File: src/sv/pgc_pkg.sv
// ----------------------------------------------------------------------------
// pgc_pkg
// shared types, constants and helpers of the packed genotype counter
// ----------------------------------------------------------------------------
package pgc_pkg;

  localparam int Lanes    = 4;
  localparam int CodeW    = 2;
  localparam int NumCodes = 4;
  localparam int CtrW     = 24;
  localparam int RowW     = 13;
  localparam int ClassW   = 2;
  localparam int ByteIdxW = 10;
  localparam int AddrW    = ClassW + ByteIdxW;
  localparam int CntW     = 3;
  localparam int SelW     = 2;

  localparam logic [CodeW-1:0]  CodeMissing = 2'd3;
  localparam logic [ClassW-1:0] ClassX      = 2'd1;
  localparam logic [ClassW-1:0] ClassY      = 2'd2;
  localparam logic [RowW-1:0]   RowMax      = {RowW{1'b1}};
  localparam logic [CtrW-1:0]   CtrMax      = {CtrW{1'b1}};

  typedef enum logic {
    CmdGeno = 1'b0,
    CmdRead = 1'b1
  } cmd_e;

  typedef enum logic {
    KindRow     = 1'b0,
    KindReadout = 1'b1
  } kind_e;

  typedef logic [CtrW-1:0] ctr_t;
  typedef ctr_t [NumCodes-1:0] ctr_word_t;

  typedef struct packed {
    logic              rd_en;
    logic              upd;
    logic [CodeW-1:0]  code;
    logic [AddrW-1:0]  addr;
  } lane_req_t;

  typedef struct packed {
    logic [NumCodes-1:0] code_oh;
    logic [NumCodes-1:0] fem_oh;
    logic                male;
  } lane_tally_t;

  typedef struct packed {
    logic [RowW-1:0] zero;
    logic [RowW-1:0] one;
    logic [RowW-1:0] two;
    logic [RowW-1:0] missing;
    logic [RowW-1:0] fzero;
    logic [RowW-1:0] fone;
    logic [RowW-1:0] ftwo;
    logic [RowW-1:0] fmissing;
  } row_result_t;

  function automatic logic [RowW-1:0] sat_row(logic [RowW-1:0] a, logic [CntW-1:0] b);
    logic [RowW:0] s;
    s = {1'b0, a} + (RowW+1)'(b);
    return s[RowW] ? RowMax : s[RowW-1:0];
  endfunction

endpackage

File: src/sv/pgc_merge.sv
// ----------------------------------------------------------------------------
// pgc_merge
// merges lane tallies into running row totals and forms the row result
// ----------------------------------------------------------------------------
module pgc_merge (
  input  logic                          clk_i,
  input  logic                          rst_ni,
  input  logic                          upd_i,
  input  logic                          last_i,
  input  logic                          xy_i,
  input  logic [1:0]                    pad_i,
  input  pgc_pkg::lane_tally_t [pgc_pkg::Lanes-1:0] tally_i,
  output pgc_pkg::row_result_t          res_o
);
  import pgc_pkg::*;

  logic [RowW-1:0] row_q  [NumCodes];
  logic [RowW-1:0] frow_q [NumCodes];
  logic [RowW-1:0] male_q;

  logic [CntW-1:0] cnt  [NumCodes];
  logic [CntW-1:0] fcnt [NumCodes];
  logic [CntW-1:0] mcnt;
  logic [RowW-1:0] row_d  [NumCodes];
  logic [RowW-1:0] frow_d [NumCodes];
  logic [RowW-1:0] male_d;
  logic [RowW:0]   fsub;

  always_comb begin
    mcnt = '0;
    for (int j = 0; j < NumCodes; j++) begin
      cnt[j]  = '0;
      fcnt[j] = '0;
    end
    for (int l = 0; l < Lanes; l++) begin
      mcnt = mcnt + CntW'(tally_i[l].male);
      for (int j = 0; j < NumCodes; j++) begin
        cnt[j]  = cnt[j] + CntW'(tally_i[l].code_oh[j]);
        fcnt[j] = fcnt[j] + CntW'(tally_i[l].fem_oh[j]);
      end
    end
    for (int j = 0; j < NumCodes; j++) begin
      row_d[j]  = sat_row(row_q[j], cnt[j]);
      frow_d[j] = xy_i ? sat_row(frow_q[j], fcnt[j]) : frow_q[j];
    end
    male_d = sat_row(male_q, mcnt);
    fsub   = (RowW+1)'(pad_i) + (RowW+1)'(male_d);

    res_o.zero    = row_d[0];
    res_o.one     = row_d[1];
    res_o.two     = row_d[2];
    res_o.missing = (row_d[3] > RowW'(pad_i)) ? row_d[3] - RowW'(pad_i) : '0;
    if (xy_i) begin
      res_o.fzero    = frow_d[0];
      res_o.fone     = frow_d[1];
      res_o.ftwo     = frow_d[2];
      res_o.fmissing = ({1'b0, frow_d[3]} > fsub) ?
                       RowW'({1'b0, frow_d[3]} - fsub) : '0;
    end else begin
      res_o.fzero    = '0;
      res_o.fone     = '0;
      res_o.ftwo     = '0;
      res_o.fmissing = '0;
    end
  end

  always_ff @(posedge clk_i or negedge rst_ni) begin
    if (!rst_ni) begin
      for (int j = 0; j < NumCodes; j++) begin
        row_q[j]  <= '0;
        frow_q[j] <= '0;
      end
      male_q <= '0;
    end else if (upd_i) begin
      for (int j = 0; j < NumCodes; j++) begin
        row_q[j]  <= last_i ? '0 : row_d[j];
        frow_q[j] <= last_i ? '0 : frow_d[j];
      end
      male_q <= last_i ? '0 : male_d;
    end
  end

endmodule

File: config.mk
export PLATFORM = sky130hd
export DESIGN_NAME = pgc_merge
export DESIGN_NICKNAME = d
export VERILOG_FILES = /design/src/sv/pgc_pkg.sv /design/src/sv/pgc_merge.sv
export SDC_FILE = /design/constraint.sdc
export NUM_CORES = 1
export LEC_CHECK = 0
export BUFFER_PORTS_ARGS = -buffer_cell sky130_fd_sc_hd__buf_4
export CAP_MARGIN = 20
export CORE_ASPECT_RATIO = 2
export CORE_MARGIN = 1
export CORE_UTILIZATION = 53
export CTS_CLUSTER_DIAMETER = 60
export DETAILED_ROUTE_END_ITERATION = 8
export GPL_ROUTABILITY_DRIVEN = 0
export PLACE_DENSITY_LB_ADDON = 0.12
export SETUP_SLACK_MARGIN = 0.5
export SLEW_MARGIN = 20
export SYNTH_ARGS = -nofsm -noshare
export SYNTH_HDL_FRONTEND = slang
export SYNTH_SLANG_ARGS = --single-unit
File: constraint.sdc
create_clock -name clk_i -period 13.65 [get_ports clk_i]
set_input_delay 2.73 -clock clk_i [delete_from_list [all_inputs] [get_ports clk_i]]
set_output_delay 2.73 -clock clk_i [all_outputs]
set_load 0.02 [all_outputs]
Word level (Yosys, flattened, before mapping)
Index checks and enable logic that the tools add are counted.
{"block": "classes", "n_reduce_logical": 0, "magnitude_cmp": 2, "n_mux": 25, "bitwise": 0, "eq_ne": 0, "add_sub_neg": 39, "n_shift": 0, "div_mod_pow": 0, "n_mul": 0}
{"operator": "13-bit 2-to-1 mux", "n": 24}
{"operator": "13-bit by 3-bit adder with 14-bit output", "n": 9}
{"operator": "52-bit 2-to-1 mux", "n": 1}
{"operator": "2-bit by 1-bit adder with 3-bit output", "n": 9}
{"operator": "3-bit by 1-bit adder with 3-bit output", "n": 9}
{"operator": "1-bit by 1-bit adder with 2-bit output", "n": 9}
{"operator": "2-bit by 13-bit adder with 14-bit output", "n": 1}
{"operator": "13-bit by 14-bit > comparator with 1-bit output", "n": 1}
{"operator": "13-bit by 2-bit > comparator with 1-bit output", "n": 1}
{"operator": "13-bit subtractor", "n": 1}
{"operator": "13-bit by 2-bit subtractor with 13-bit output", "n": 1}
{"block": "totals", "wordCells": 75, "input_bits": 43, "mem_count": 0, "regBits": 117, "rom_bits": 0, "latch_bits": 0, "ramBits": 0}

Longest topological paths before layout
Gate-level depths: netlist (run 1).
{"block": "depth", "depth_word": 9, "ltp_mapped": 23, "ltp_nobuf": 21}

Least setup slack after synthesis (run 1)
No wires, ideal clock.
{"block": "synth_timing", "kind": "input to output", "from": "input port tally_i[0] (netlist bit)", "to": "output port res_o[8] (netlist bit)", "cell_stages": 21, "n_path_buf": 1, "setup_slack_ns": 3.576, "arrival_ns": 7.344, "cell_sequence": "fa_1 > inv_1 > fa_1 > nor2b_2 > o21a_1 > buf_4 > nand3_1 > nand2_1 > ha_1 > fa_1 > inv_1 > or4_4 > nor4_2 > xor2_1 > ha_1 > nor2b_1 > nor2b_1 > nor2_1 > a21oi_1 > o41ai_4 > nor3b_1"}
{"item": "from (decl)", "line_no": "pgc_merge.sv:12", "source": "input pgc_pkg::lane_tally_t [pgc_pkg::Lanes-1:0] tally_i,"}
{"item": "to (decl)", "line_no": "pgc_merge.sv:13", "source": "output pgc_pkg::row_result_t res_o"}

==> results of run 1 <==
==> state kept, by name, indices dropped and copies added (netlist names) <==
signal	flops
frow_q	52
male_q	13
row_q	52
==> through the flow <==
step / setup WS (ns) / hold WS, ns / total power, mW / utilization (%) / cell area [um^2]
floorplan: 3.576 / 0.4732 / 0.8617 / - / 9634
global placement: 3.063 / 0.5095 / 1.073 / 60.45 / 10750
detailed placement: 2.818 / 0.5104 / 1.080 / 60.45 / 10750
CTS: 2.764 / 0.5228 / 1.500 / 63.47 / 11290
global route: 2.431 / 0.5321 / 1.575 / 63.47 / 11290
finish: 2.781 / 0.5174 / 1.491 / 63.47 / 11290
==> report_power, final <==
part | leakage (nW) | switching [mW] | total, mW | internal [mW]
logic | 3.42 | 0.395 | 0.678 | 0.284
registers | 1.61 | 0.0292 | 0.398 | 0.368
clock network | 0.259 | 0.162 | 0.415 | 0.253
total | 5.29 | 0.586 | 1.49 | 0.905
==> worst reg2reg max path, delay by kind of cell (launching register included) <==
family / cells / cell delay (ns)
adder cells (fa/ha/maj): 2 / 0.63
flip-flops: 1 / 0.37
buffers and inverters: 1 / 0.05
AO/OA/AOI/OAI: 2 / 0.26
AND/OR/NAND/NOR: 5 / 1.54
==> how the worst max path moves through the flow <==
stage | endpoint | slack, ns | startpoint | cells past startpoint
floorplan | res_o[8] | 3.58 | tally_i[0] | 21
global placement | res_o[10] | 3.06 | tally_i[0] | 22
detailed placement | res_o[2] | 2.82 | tally_i[0] | 22
CTS | res_o[2] | 2.76 | tally_i[0] | 22
global route | res_o[2] | 2.43 | tally_i[0] | 22
finish | res_o[2] | 2.78 | tally_i[0] | 23
==> area by class of cell <==
type	instances	area share, %
clock buffers	22	4.024
clock inverters	10	0.7316
inverters	56	1.862
multi-input cells	900	55.04
flip-flops and latches	117	25.94
well taps	213	2.361
repair buffers	151	10.04
==> cell families (layout without fill, tap and decap cells) <==
kind of cell               count (synthesis)  after routing  share of synthesized area [%]
and+or+nand+nor                          385            385                          20.48
buffers and inverters                    124            239                          5.208
xor gates and xnor gates                  80             80                          7.429
muxes                                     13             13                          1.403
adders and majority gates                 57             57                          9.740
AOI/OAI and AO/OA                        365            365                          25.35
DFF                                      117            117                          30.39
==> Yosys cell counts, drive strengths merged, types with 6 or more instances <==
| cell type | n | area [um^2] |
|---|---|---|
| a21o | 16 | 120.1 |
| a21oi | 135 | 679.4 |
| a22o | 53 | 464.2 |
| a31o | 15 | 131.4 |
| a31oi | 23 | 143.9 |
| a41o | 7 | 70.07 |
| and2 | 12 | 75.07 |
| and3 | 25 | 156.4 |
| and4 | 7 | 61.31 |
| buf | 14 | 88.84 |
| clkbuf | 54 | 202.7 |
| dfrtp | 117 | 2928 |
| fa | 30 | 600.6 |
| ha | 27 | 337.8 |
| inv | 55 | 206.5 |
| mux2i | 9 | 90.09 |
| nand2 | 115 | 434.2 |
| nand2b | 15 | 93.84 |
| nand3 | 43 | 225.2 |
| nand4 | 16 | 106.4 |
| nor2 | 75 | 309.0 |
| nor2b | 20 | 127.6 |
| nor3 | 24 | 120.1 |
| nor4 | 6 | 50.04 |
| o21a | 8 | 60.06 |
| o21ai | 46 | 230.2 |
| o22a | 11 | 96.34 |
| o2bb2ai | 13 | 113.9 |
| or3 | 6 | 37.54 |
| xnor2 | 48 | 427.9 |
| xor2 | 32 | 287.8 |
==> routing by layer <==
layer | GRT usage [%] | wire [um] | vias up
li1 | - | - | 4313
met2 | 53.39 | 14260 | 247
met5 | 0 | 0 | -
met4 | 12.50 | 793 | 0
met1 | 30.88 | 10120 | 4352
met3 | 4.310 | 994 | 50
==> out/qor.yml, run 1 <==
synth-seq-area-share_pct: 30.39
syn_area_mm2: 0.009634
tightest_slew_ns: 0.9799
ys_seq_elements: 117
setup.worst_path.start_class: "input pin"
fin_crit_ns: 10.87
status: "finished, final reports clean"
dieArea_mm2: 0.01875
grt_pass1_vias: 8754
fin_cells: 1469
crit_top_cell: "fa_1"
routed_wl_mm: 26.18
grt_overflow: 0
synthArstFlopShare_pct: 100.0
path_class: "input pin to primary output"
reg2reg_slack_ns: 10.69
cp_cell_sequence: "buf_4 -> fa_1 -> inv_1 -> fa_1 -> nor2b_2 -> o21a_1 -> nand3_1 -> nand2_1 -> ha_1 -> fa_1 -> inv_1 -> or2_2 -> o21ai_0 -> o22ai_1 -> ha_1 -> and3_1 -> nand2_1 -> a21oi_1 -> o211ai_1 -> a21oi_1 -> o41ai_4 -> nor3_1 -> buf_4"
postCtsHoldBufs: 0
power_density_mw_per_mm2: 132.1
cts_root_buffer: "clkbuf_16"
n_antenna_cell: 0
crit_slowest_cell: "fa_1"
pin_count: 147
coreArea_mm2: 0.01778
die_x_um: 97.34
dr.first_iter.drc_count: 397
io_buffers: 146
syn-instance-count: 1141
antenna_left: 0
track_usage_pct: 28.24
worstHoldStart: "frow_q[0]"
worstPathMaxFanout: 13
crit_arrival_ns: 8.14
timing.final.crit_share_pct: 79.62
seqCellArea_mm2: 0.002928
clock_skew_ns: 0.01105
cts_inserted_buffers: 17
drive_above_1_share_pct: 18.15
final_hold_viol_count: 0
nets: 1343
htree_levels: 4
reg2reg_from: "frow_q[13]"
crit_family: "adder cells"
postCtsSetupRepairBufs: 0
hpwl_mm: 18.83
firstDrtPassIters: 5
reg2regPathDepth: 10
vias: 8962
maxSlewHeadroom_pct: 34.45
final_common_cell: "buf_4"
whs_path_depth: 1
rsz0062_at_grt: "false"
holdPathEnd: "frow_q[0]"
critPathRequiredTime_ns: 10.92
slew_violations: 0
multi_input_area_mm2: 0.006212
endpoint_kind: "primary output"
synth_warnings: 0
cp_slowest_stage_delay_ns: 0.54
clock_latency_ns: 0.41
grt_antenna_before_repair: 0
cts_sinks: 117
placed_cells: 1437
finalSetupTns_ns: 0
fillers: 1627
maxCapViolCount: 0
vias_per_cell: 6.101
max-vdd-ir-drop_v: 0.0001010
r2r_end: "frow_q[25]"
cts_buffer_depth: 2
area_growth_pct: 17.16
clock.fmax_mhz: 92.01
die_y_um: 192.7
syn_area_per_cell_um2: 8.444
start_util_pct: 54.17
grt_max_degree: 73
num_rows: 69
synthesis.nets: 1241
ys.flop_type: "dfrtp_1"
crit_buf_inv: 4
wl_per_cell_um: 17.82
cts_resized: 0
grt_pass1_wl_mm: 42.58
synth_cell_types: 72
drcViolationCount: 0
setup_viol: 0
synth_edf_count: 0
hp-class: "register to register"
clkTransAtPathRegs_ns: 0.06
final_cell_mix: "buf_4, a21oi_1, dfrtp_1, nand2_1, nor2_1"
power_leakage_nw: 5.288
cts_tree: "yes"
Power figures use the tool's default switching activity.
==> run 2, diff against run 1 <==
==> constraint.sdc (replaced) <==
create_clock -name clk_i -period 11.05 [get_ports clk_i]
set_input_delay 2.21 -clock clk_i [delete_from_list [all_inputs] [get_ports clk_i]]
set_output_delay 2.21 -clock clk_i [all_outputs]
set_load 0.02 [all_outputs]
==> run 2 against run 1 <==
  * Sequential share of layout area down 0.26 points
  * Wire length grew 0.26%
  * Final cell count unchanged
  * Critical endpoint unchanged
==> out/qor.yml, run 2 (synthesis results as in run 1) <==
reg2reg_slack_ns: 8.10
status: "finished, final reports clean"
worstPathMaxFanout: 13
dieArea_mm2: 0.01875
r2r_end: "frow_q[25]"
whs_ns: 0.5241
cts_tree: "yes"
fin_crit_ns: 9.812
area_growth_pct: 18.32
path_class: "input pin to primary output"
io_buffers: 146
cts_buffer_depth: 2
grt_max_degree: 73
max-vdd-ir-drop_v: 0.0001115
hp-class: "register to register"
crit_arrival_ns: 7.60
n_antenna_cell: 0
reg2regPathDepth: 10
htree_levels: 4
reg_top3: "frow_q (52), row_q (52), male_q (13)"
reg2reg_from: "frow_q[13]"
crit_start: "tally_i[0]"
clock.fmax_mhz: 101.9
vias: 9022
setup.worst_path.start_class: "input pin"
coreArea_mm2: 0.01778
final_hold_viol_count: 0
power_leakage_nw: 5.343
postCtsSetupRepairBufs: 0
endpoint: "res_o[2]"
cts_resized: 0
power_density_mw_per_mm2: 170.4
grt_overflow: 0
placed_cells: 1437
slew_violations: 0
fin_cells: 1469
track_usage_pct: 28.29
firstDrtPassIters: 5
antenna_left: 0
rsz0062_at_grt: "false"
wl_per_cell_um: 17.87
whs_path_depth: 1
die_x_um: 97.34
grt_antenna_before_repair: 0
final_common_cell: "buf_4"
setup_viol: 0
clkTransAtPathRegs_ns: 0.06
finalSetupTns_ns: 0
grt_pass1_wl_mm: 42.66
timing.final.crit_share_pct: 88.80
cts_inserted_buffers: 17
placed_area_mm2: 0.01075
num_rows: 69
drive_above_1_share_pct: 18.31
dr.first_iter.drc_count: 474
pin_count: 147
routed_wl_mm: 26.25
critPathRequiredTime_ns: 8.84
grt_pass1_vias: 8918
cts_sinks: 117
tightest_slew_ns: 1.003
start_util_pct: 54.17
finish.instance_area_mm2: 0.01140
clock_latency_ns: 0.42
clock_skew_ns: 0.009677
nets: 1343
maxSlewHeadroom_pct: 32.89
cts_root_buffer: "clkbuf_16"
vias_per_cell: 6.142
endpoint_kind: "primary output"
maxCapViolCount: 0
postCtsHoldBufs: 0
hpwl_mm: 18.86
final_cell_mix: "buf_4, a21oi_1, dfrtp_1, nand2_1, nor2_1"
die_y_um: 192.7
fillers: 1612
drcViolationCount: 0
-- run 2: critical path: stages --
cell and delay [ns]:
buf_4 0.11, fa_1 0.53, inv_1 0.06, fa_1 0.40
nor2b_2 0.20, o21a_1 0.37, nand3_1 0.30, nand2_1 0.17
ha_1 0.20, fa_1 0.23, inv_1 0.10, or4_4 0.57
nor4_2 0.31, xor2_1 0.12, ha_1 0.34, nor2b_1 0.18
nor2b_1 0.15, nor2_1 0.05, a21oi_1 0.25, o41ai_4 0.27
nor3_1 0.30, buf_4 0.18
-- run 2: through the flow --
stage	total power [mW]	util (%)	setup WS, ns
after floorplan	1.065	-	2.016
after global placement	1.325	60.45	1.518
after detailed placement	1.333	60.45	1.324
after CTS	1.957	64.10	1.284
after global routing	2.052	64.10	0.9650
final	1.943	64.10	1.238
-- run 2: per-layer routing --
| metal | GRT usage [%] | vias to the layer above | routed length [um] | share of wire [%] |
|---|---|---|---|---|
| li1 | - | 4318 | - | - |
| met1 | 30.11 | 4378 | 10080 | 38 |
| met2 | 53.33 | 265 | 14080 | 54 |
| met3 | 4.527 | 61 | 1131 | 4.3 |
| met4 | 14.48 | 0 | 948 | 3.6 |
| met5 | 0 | - | 0 | 0 |
-- run 2: worst min-delay path by stage --
stage               from   endpoint  slack [ns]
2_1_floorplan  male_q[0]  male_q[0]        0.47
3_5_place_dp    row_q[0]   row_q[0]        0.51
5_1_grt        row_q[43]  row_q[43]        0.56
4_1_cts         row_q[0]   row_q[0]        0.53
3_3_place_gp   frow_q[0]  frow_q[0]        0.51
6_report        row_q[0]   row_q[0]        0.52
-- run 2: layout make-up --
cell class | instances | area [um^2] | area share [%]
Sequential cell | 117 | 2928 | 25.68
Clock buffer | 20 | 446.7 | 3.918
Timing Repair Buffer | 151 | 1134 | 9.944
Clock inverter | 12 | 202.7 | 1.778
Tap cell | 213 | 266.5 | 2.338
Inverter | 56 | 210.2 | 1.844
Multi-Input combinational cell | 900 | 6212 | 54.49
-- run 2: report_power, final --
group / internal, mW / leakage, nW / switching (mW)
Sequential: 0.455 / 1.61 / 0.0360
Combinational: 0.351 / 3.42 / 0.488
Clock: 0.407 / 0.314 / 0.207
==> run 3, diff against run 2 <==
--- a/config.mk
+++ b/config.mk
@@ -5,6 +5,7 @@
 export SDC_FILE = /design/constraint.sdc
 export NUM_CORES = 1
 export LEC_CHECK = 0
+export ABC_AREA = 1
 export BUFFER_PORTS_ARGS = -buffer_cell sky130_fd_sc_hd__buf_4
 export CAP_MARGIN = 20
 export CORE_ASPECT_RATIO = 2
==> run 3 against run 2 <==
  * Final area down 0.71%
  * Sequential share of layout area up 0.18 points
  * Worst hold slack worse by 0.031 ns
  * Die area down 2.0%
  * Power down 4.4%
  * Critical path depth up 5
  * Sequential cell count unchanged
  * Clock skew down 0.0029 ns
  * Synthesized area down 2.0%
  * Largest power group unchanged
==> out/qor.yml, run 3 <==
grt_pass1_wl_mm: 42.64
cts_inserted_buffers: 17
whs_path_depth: 2
critPathRequiredTime_ns: 8.84
cts_resized: 0
synthesis.nets: 1483
setup.worst_path.start_class: "input pin"
hp-class: "register to register"
firstDrtPassIters: 5
fin_util_pct: 65.21
max-vdd-ir-drop_v: 0.0001215
finalSetupTns_ns: 0
postCtsSetupRepairBufs: 0
synth_top_area_cell: "dfrtp_1"
synth_edf_count: 0
clock_latency_ns: 0.42
vias: 9532
clock.fmax_mhz: 112.2
coreArea_mm2: 0.01736
path_class: "input pin to primary output"
synth.most_common_cell: "nand2_1"
ys.flop_type: "dfrtp_1"
synth-seq-area-share_pct: 31.02
reg2regPathDepth: 14
final_common_cell: "nand2_1"
clkTransAtPathRegs_ns: 0.05
switchingPower_mw: 0.7243
ys_top_cells_by_count: "nand2_1, inv_1, nor2_1"
final_hold_viol_count: 0
synth_cell_types: 39
placed_cells: 1710
worstPathMaxFanout: 13
drcViolationCount: 0
cts_root_buffer: "clkbuf_16"
routed_wl_mm: 26.62
synthTopCellsByArea: "dfrtp_1, nand2_1, inv_1"
cts_tree: "yes"
ys_seq_elements: 117
drive_above_1_share_pct: 14.62
htree_levels: 4
syn_area_mm2: 0.009438
rsz0062_at_grt: "false"
synth_warnings: 0
syn-instance-count: 1383
cts_sinks: 117
final_cell_mix: "nand2_1, inv_1, buf_4, nor2_1, dfrtp_1"
die_y_um: 190.7
pin_count: 147
crit_arrival_ns: 6.70
slew_violations: 0
track_usage_pct: 30.25
internal-power_mw: 1.133
fin_cells: 1742
num_rows: 68
fin_crit_ns: 8.910
area_growth_pct: 19.93
combPwrFrac_pct: 42.6
power_density_mw_per_mm2: 164.1
antenna_left: 0
clkPwrFrac_pct: 31.9
maxCapViolCount: 0
p_seq_share_pct: 25.5
grt_max_degree: 64
swShare_pct: 39.00
vias_per_cell: 5.472
die_x_um: 96.36
grt_pass1_vias: 9431
start_util_pct: 54.38
grt_overflow: 0
cts_buffer_depth: 2
endpoint_kind: "primary output"
yosysTopAreaCellShare_pct: 31.02
synthArstFlopShare_pct: 100.0
power_leakage_nw: 5.792
clock_skew_ns: 0.006800
grt_antenna_before_repair: 0
reg_top3: "frow_q (52), row_q (52), male_q (13)"
tightest_slew_ns: 0.9701
n_antenna_cell: 0
maxSlewHeadroom_pct: 34.94
setup_viol: 0
postCtsHoldBufs: 0
hpwl_mm: 19.53
nets: 1619
wl_per_cell_um: 15.28
timing.final.crit_share_pct: 80.63
dr.first_iter.drc_count: 403
syn_area_per_cell_um2: 6.824
io_buffers: 146
status: "finished, final reports clean"
dieArea_mm2: 0.01838
run 3: cell count changes after synthesis, moves of 25 or more:
| cell | delta |
|---|---|
| clkbuf_1 | -27 |
| a21oi_1 | -93 |
| o21ai_0 | +68 |
| inv_1 | +173 |
| a22o_1 | -49 |
| xnor2_1 | -37 |
| o22ai_1 | +48 |
| nor2_1 | +85 |
| nand2_1 | +212 |
| and3_1 | -25 |
| nand3_1 | +43 |
run 3: cell type report:
cell class                      count  area, um^2
Multi-Input combinational cell    990        5458
Tap cell                          210       262.8
Sequential cell                   117        2928
Timing Repair Buffer              152        1141
Inverter                          241       904.6
Clock inverter                     13       181.4
Clock buffer                       19       442.9
Fill cell                        1632        6038
run 3: power by group through the flow:
stage / Clock [mW] / Combinational, mW / Sequential [mW]
6_report: 0.592 / 0.792 / 0.473
5_1_grt: 0.618 / 0.869 / 0.477
4_1_cts: 0.600 / 0.790 / 0.474
3_5_place_dp: 0 / 0.786 / 0.481
3_3_place_gp: 0 / 0.781 / 0.479
2_1_floorplan: 0 / 0.524 / 0.476
run 3: worst max-delay path: stages:
cell,delay [ns]
buf_4,0.12
fa_1,0.53
inv_1,0.05
fa_1,0.35
inv_1,0.11
fa_1,0.42
nor2_1,0.13
inv_1,0.09
ha_1,0.28
a21oi_1,0.07
nor2_2,0.19
nand3_2,0.15
nor2_1,0.16
nand2_1,0.06
nand2_1,0.06
nand2_1,0.05
ha_1,0.29
nand2_1,0.08
nor2_1,0.16
and2_1,0.16
nand2_1,0.05
nand3_1,0.14
a21oi_1,0.07
nor2_1,0.11
nand3_2,0.25
nor2_1,0.19
buf_4,0.16
run 3: logic make-up after synthesis:
logic type	Yosys count	share of synthesized area, %
fa+ha+maj	57	9.943
simple gates	655	29.79
compound gates	227	13.28
xor+xnor	51	4.733
buf+inv	276	11.23
flops	117	31.02
run 3: metrics by stage:
step | total power, mW | worst slack (ns) | hold WS (ns) | instance area, um^2
global route | 1.965 | 1.777 | 0.5541 | 11320
detailed placement | 1.267 | 2.150 | 0.4786 | 10690
CTS | 1.863 | 2.145 | 0.4918 | 11320
finish | 1.857 | 2.140 | 0.4934 | 11320
floorplan | 0.9992 | 2.647 | 0.4530 | 9438
global placement | 1.260 | 2.284 | 0.4709 | 10690
run 3: final timing paths:
check | start | endpoint | slack, ns
worst max-delay path | tally_i[0] | res_o[1] | 2.14
worst min-delay path | row_q[51] | row_q[51] | 0.49
worst max register to register | frow_q[39] | frow_q[49] | 8.42
worst min register to register | row_q[51] | row_q[51] | 0.49
max in group asynchronous | rst_ni | male_q[2] | 7.88
min in group asynchronous | rst_ni | frow_q[40] | 1.84
run 3: routing by layer:
layer	track usage (%)	routed length (um)
met1	29.25	9572
met2	56.46	14530
met3	6.459	1140
met4	17.59	1379
met5	0	0
